$ cat config.mk
export PLATFORM = sky130hd
export DESIGN_NAME = ias_cell
export DESIGN_NICKNAME = d
export VERILOG_FILES = /design/src/rtl/core/integer_array_sorter_defines.svh /design/src/rtl/core/ias_pkg.sv /design/src/rtl/core/ias_cell.sv
export SDC_FILE = /design/constraint.sdc
export NUM_CORES = 1
export LEC_CHECK = 0
export BUFFER_PORTS_ARGS = -buffer_cell sky130_fd_sc_hd__clkbuf_2
export CAP_MARGIN = 20
export CORE_AREA = 2 2 90 92
export CTS_CLUSTER_SIZE = 20
export DETAILED_ROUTE_END_ITERATION = 12
export DIE_AREA = 0 0 92 94
export SYNTH_ARGS = -nofsm -noshare
export SYNTH_HDL_FRONTEND = slang
export SYNTH_SLANG_ARGS = --single-unit
export TNS_END_PERCENT = 5
$ cat constraint.sdc
create_clock -name clk -period 4.1 [get_ports clk]
set_clock_uncertainty 0.15 [all_clocks]
set_input_delay 0.41 -clock clk [delete_from_list [all_inputs] [get_ports clk]]
set_output_delay 0.41 -clock clk [all_outputs]
set_load 0.03 [all_outputs]
$ cat src/rtl/core/integer_array_sorter_defines.svh
// assertion macros for the integer array sorter
`ifndef INTEGER_ARRAY_SORTER_DEFINES_SVH
`define INTEGER_ARRAY_SORTER_DEFINES_SVH

`ifndef SYNTH
`define IAS_ASSERT_ALWAYS(lbl, expr, msg) \
  lbl: assert property (@(posedge clk) disable iff (!rst_n) (expr)) else $error(msg);
`define IAS_ASSERT_IMPL(lbl, ante, cons, msg) \
  lbl: assert property (@(posedge clk) disable iff (!rst_n) (ante) |=> (cons)) else $error(msg);
`else
`define IAS_ASSERT_ALWAYS(lbl, expr, msg)
`define IAS_ASSERT_IMPL(lbl, ante, cons, msg)
`endif

`endif

$ cat src/rtl/core/ias_pkg.sv
package ias_pkg;

  localparam int WORD_W    = 32;
  localparam int DEPTH_DEF = 64;

  typedef logic signed [WORD_W-1:0] word_t;

  typedef struct packed {
    word_t value;
    logic  last;
  } in_item_t;

  typedef struct packed {
    word_t sorted_value;
    logic  last_out;
    logic  overflow;
  } out_item_t;

  // per-cycle command broadcast to every cell
  typedef struct packed {
    logic load;
    logic shift;
  } cell_ctl_t;

  typedef enum logic [1:0] {
    ST_FILL  = 2'b01,
    ST_DRAIN = 2'b10
  } state_t;

endpackage

$ cat src/rtl/core/ias_cell.sv
module ias_cell (
  input  logic              clk,
  input  logic              rst_n,
  input  ias_pkg::cell_ctl_t ctl,
  input  ias_pkg::word_t    new_val,
  input  ias_pkg::word_t    prev_val,
  input  logic              prev_vld,
  input  logic              prev_ins,
  input  ias_pkg::word_t    next_val,
  input  logic              next_vld,
  output ias_pkg::word_t    val,
  output logic              vld,
  output logic              ins
);

  ias_pkg::word_t val_r, val_nxt;
  logic           vld_r, vld_nxt;

  // new value belongs at or before this cell
  assign ins = !vld_r || (new_val < val_r);

  always_comb begin
    val_nxt = val_r;
    vld_nxt = vld_r;
    if (ctl.load && ins) begin
      val_nxt = prev_ins ? prev_val : new_val;
      vld_nxt = vld_r | prev_vld;
    end else if (ctl.shift) begin
      val_nxt = next_val;
      vld_nxt = next_vld;
    end
  end

  always_ff @(posedge clk) begin
    if (!rst_n) begin
      vld_r <= 1'b0;
    end else begin
      vld_r <= vld_nxt;
    end
  end

  always_ff @(posedge clk) begin
    val_r <= val_nxt;
  end

  assign val = val_r;
  assign vld = vld_r;

endmodule

* After elaboration in Yosys (flattened, before gate mapping) *
Cells that the tools add are included.

storage, ports and cells
  bits of input ports = 103
  flip-flop bits (word level) = 33
  logic and storage cells = 13
  output and inout port bits = 34

cells by class
  bitwise operators = 1
  $lt $le $gt $ge = 1
  reduce and logical (&&, ||, !) cells = 4
  multiplexer cells = 5

operators by type and width
  cell                 count
  32-bit two-way mux   3
  32-bit < comparator  1
  1-bit two-way mux    2
  2-bit nonzero test   1
  1-bit logical AND    1
  1-bit logical NOT    1
  1-bit logical OR     1
  1-bit OR             1

* Depth between registers and ports, before layout *
  depth after elaboration = 4
  mapped depth = 9

* Worst setup path before layout *
Ideal clock, no wire load.

  path type = flip-flop to flip-flop
  start point = reg val_r[31], in the netlist val[31]
  end point = reg val_r[0], in the netlist val[0], enable pin
  slack = 779 ps
  cell stages (with the launch flop) = 10
  setup time = 375 ps
  period minus slack after synthesis = 3321 ps
  data arrival time = 2796 ps
  cell sequence = edfxtp_1 > inv_1 > ha_1 > nand4_1 > nor4_1 > nand2_1 > and4b_1 > nor4b_4 > buf_6 > or2_2

on the way
  longest elaborated chain between the ends = 4

RTL lines
  element                       line            RTL
  start, declared               ias_cell.sv:16  ias_pkg::word_t val_r, val_nxt;
  start signal, assigned        ias_cell.sv:43  val_r <= val_nxt;
  32-bit < comparator           ias_cell.sv:20  assign ins = !vld_r || (new_val < val_r);
  1-bit logical OR              ias_cell.sv:20
  1-bit logical AND             ias_cell.sv:25  if (ctl.load && ins) begin
  2-bit nonzero test (no line)  --

Every way passes these cells.
A chain may end at the register's enable or synchronous reset.

* Worst setup path after layout *
  start point = reg val_r[30], in the netlist val[30]
  end point = out ins

on the way
  longest elaborated chain between the ends = 2

RTL lines
  element              line            RTL
  32-bit < comparator  ias_cell.sv:20
  1-bit logical OR     ias_cell.sv:20
  end, declared        ias_cell.sv:13  output logic ins

Every way passes these cells.

==> results.md <==
- Run status: complete, no violations
- Fraction of power consumed by sequential logic: 41.0%
- Layout Cell Area excl Fill: 0.00352 sq mm
- RSZ-0062 raised after global routing: no
- Crit path from: val[30]
- Slack of the worst reg-to-reg path: 1.00 ns
- Clock buffer count from CTS: 5
- Share of layout cells above drive strength 1: 56.6%
- Clock tree from TritonCTS: built
- Sum of overflow across all layers after global routing: 0
- HP Start: rst_n
- Clk buf depth: 2
- Final worst setup slack: 0.842 ns
- Worst setup path category: reg2out
- First-pass GRT wire length: 9490 um
- Portion of netlist area occupied by mux cells: ~27%
- Core footprint: between 0.007 and 0.008 sq mm
- Root cell of the clock tree: sky130_fd_sc_hd__clkbuf_8
- Static leakage power: 1.74 nW
- Final Total Pwr: 1.08 mW
- Net count after synthesis: roughly 360
- CTS Hold Bufs: 0
- Avg Cell Area, Syn: ~12 sq um
- Reg-to-reg startpoint: val[30]
- Worst path bufs/invs: 2
- Simple-Gate Fraction of Synth Area: 7.19%
- Number of remaining DRC errors: 0
- CTS H-Tree Depth: 2
- Detailed-routing iteration count for the pre-antenna-repair pass: 4
- Netlist area before placement: 0.00265 sq mm
- Global-route usage over all layers: 14.0%
- VDD IR-drop max: about 0.14 mV
- Number of global-route vias before repair: 2059
- Detailed-route vias per instance: 4.63
- Clk Latency, worst-skew pair: 0.28 ns
- Post-cts resize count: 0
- Switching share of power: 33.5%
- # rows: 32
- Pre-CTS worst setup slack: 0.842 ns
- Critical Path, Cell by Cell: inv_1 -> ha_1 -> nand4_1 -> nor4_1 -> nand2_1 -> and4b_1 -> nor3_1 -> clkbuf_2
- Max-capacitance violation count: 0
- Most common cell after layout, fill and taps aside: sky130_fd_sc_hd__clkbuf_2
- Nets@finish: 502
- Clk pwr share: 22.0%
- Maximum operating frequency: 307 MHz
- Count of antenna-violating nets left after detailed routing: 0
- Total negative slack for setup checks: 0 ns
- Slew HR: 44.1%
- Gp weighted congestion: 0.750
- Final slew viol count: 0
- Number of flip-flops and latches in the synthesized netlist: 33
- Slowest stage delay, CP: 0.43 ns
- Post-Syn Instances: approximately 230
- Endpoint kind of the worst setup timing path: output pin
- Hold Slack: 0.192 ns
- Total Routed Length: between 6000 and 7000 um
- Final setup violation count: 0
- Combinational share of power: a little under two fifths
- Detailed Route Iter0 Violations: 65
- Xor/xnor share of the synthesized area: 0%
- Relative area change from synthesis to final layout: 33.1%
- Category of the worst setup path launch point: flop
- Synth Area in Compound Gates: under 10%
- Die height: ~94 um
- Req. time, crit path: roughly 3.5 ns
- Worst hold-check path type: in2reg
- Switch Pwr: 0.363 mW
- Part of the Yosys area used for sequential elements: 37.1%
- Number of ports placed on the die boundary: 137
- Count of buffers added by post-CTS timing repair for setup: 0
- I/O Buffers: approximately 140
- Proportion of netlist area held by the largest area contributor: 36.3%
- Final hold violations: 0
- Count of vias placed by the detailed router: about 2200
- Average wire per cell in the routed design: 13.1 um
- Maximum fanout along the worst path: 4
- Count of clock tree sinks: 33
- Period utilization: 79.5%
- Effective utilization at floorplan: 34.8%
- Critical path data arrival time: 2.70 ns
- DPL Wire Length: 5250 um
- Max stage delay cell, worst path: sky130_fd_sc_hd__nor3_1
- Count of warnings emitted by yosys: 0
- Shortest period the worst path allows: 3.26 ns
- Synth area leaders: sky130_fd_sc_hd__edfxtp_1 (36%), sky130_fd_sc_hd__mux2_2 (26%), sky130_fd_sc_hd__ha_1 (15%), sky130_fd_sc_hd__inv_1 (5.1%), sky130_fd_sc_hd__a21oi_1 (2.5%)
- Count of unique library cells instantiated by Yosys: 32
- Slew of the pin with the lowest slew margin: 0.839 ns
- Dominant combinational cell family by area after synthesis: multiplexers
- Cell family with most CP delay: simple AND/OR/NAND/NOR gates
- Die area: 0.00865 sq mm
- Adder-cell share of the synthesized area: 14.7%
- Pwr Density: approximately 300 mW/mm^2
- Final antenna diode count: 0
- Antenna violations before repair: 0
- Most frequent cells in the layout: sky130_fd_sc_hd__clkbuf_2 (136), sky130_fd_sc_hd__mux2_2 (61), sky130_fd_sc_hd__inv_1 (36)
- Design internal power: 0.720 mW
- Cell type with the largest total area after synthesis: sky130_fd_sc_hd__edfxtp_1
- Pin count of the biggest net entering global routing: 33
- Clock transition at the registers of the reported paths: 0.07 ns
- Die extent in x: a little over 90 um
- Area after DPL: 0.00344 sq mm
[synthesized netlist by cell type]
cell / count
sky130_fd_sc_hd__o21ai_0: 3
sky130_fd_sc_hd__edfxtp_1: 32
sky130_fd_sc_hd__inv_1: 36
sky130_fd_sc_hd__dfxtp_1: 1
sky130_fd_sc_hd__mux2_1: 3
sky130_fd_sc_hd__o21a_1: 1
sky130_fd_sc_hd__a21boi_0: 1
sky130_fd_sc_hd__nor4_1: 2
sky130_fd_sc_hd__o311a_1: 1
sky130_fd_sc_hd__and4b_1: 1
sky130_fd_sc_hd__a211oi_1: 1
sky130_fd_sc_hd__nand2b_4: 1
sky130_fd_sc_hd__o211ai_1: 1
sky130_fd_sc_hd__a21o_1: 1
sky130_fd_sc_hd__mux2_2: 61
sky130_fd_sc_hd__nor2_1: 4
sky130_fd_sc_hd__nand4_1: 4
sky130_fd_sc_hd__nor3_1: 3
sky130_fd_sc_hd__nand2_1: 9
sky130_fd_sc_hd__nand3_1: 4
sky130_fd_sc_hd__a21oi_1: 13
sky130_fd_sc_hd__o221ai_1: 1
sky130_fd_sc_hd__nand4b_1: 1
sky130_fd_sc_hd__nor4b_4: 1
sky130_fd_sc_hd__ha_1: 31
sky130_fd_sc_hd__and3_1: 1
sky130_fd_sc_hd__a2111oi_4: 1
sky130_fd_sc_hd__clkbuf_1: 4
sky130_fd_sc_hd__o41a_1: 1
sky130_fd_sc_hd__buf_6: 3
sky130_fd_sc_hd__a31oi_1: 1
sky130_fd_sc_hd__or2_2: 1
[worst register-to-register path: stages, from the launching register on]
cell and delay, ns:
sky130_fd_sc_hd__edfxtp_1 0.35, sky130_fd_sc_hd__inv_1 0.05, sky130_fd_sc_hd__ha_1 0.31, sky130_fd_sc_hd__nand4_1 0.20
sky130_fd_sc_hd__nor4_1 0.41, sky130_fd_sc_hd__nand2_1 0.12, sky130_fd_sc_hd__and4b_1 0.25, sky130_fd_sc_hd__nor4b_4 0.29
sky130_fd_sc_hd__or2_2 0.44, sky130_fd_sc_hd__buf_12 0.23
[routing by layer]
| layer | track usage [%] | vias up | wire, um |
|---|---|---|---|
| met2 | 23.0 | 85 | 2890 |
| met1 | 17.9 | 974 | 2740 |
| li1 | - | 1117 | - |
| met4 | 4.48 | 0 | 80 |
| met3 | 3.77 | 7 | 473 |
| met5 | 0 | - | 0 |
[final cells by class]
type                    instances  area [sq um]
well taps                     102           128
fillers                       752          4090
inverters                      36           135
multi-input cells             153          1480
repair buffers                139           716
clock buffers                   8          80.1
flip-flops and latches         33           981
[path summary, 6_finish.rpt]
kind,endpoint,cells after the start
worst min register to register,vld,3
worst max register to register,val[1],9
worst max-delay path,ins,8
worst min-delay path,vld,2
[flip-flops by register name, indices dropped and copies added, names as in the netlist]
register,flops
val,32
vld,1
[through the flow]
step	std cells	utilization (%)
finish	471	46.3
global route	471	46.3
CTS	471	46.3
detailed placement	463	45.2
global placement	463	45.2
floorplan	229	-
[power by group through the flow]
stage	Sequential [mW]	Clock (mW)	Combinational, mW
floorplan	0.529	0	0.193
global placement	0.453	0	0.400
detailed placement	0.453	0	0.405
CTS	0.445	0.250	0.408
global route	0.449	0.262	0.440
finish	0.444	0.238	0.401
[logic make-up after synthesis]
| kind of cell | Yosys count |
|---|---|
| DFF | 33 |
| buffers and inverters | 43 |
| adders and majority gates | 31 |
| and+or+nand+nor | 32 |
| AOI/OAI and AO/OA | 26 |
| muxes | 64 |
No activity file was read; power rests on OpenSTA's default activity.
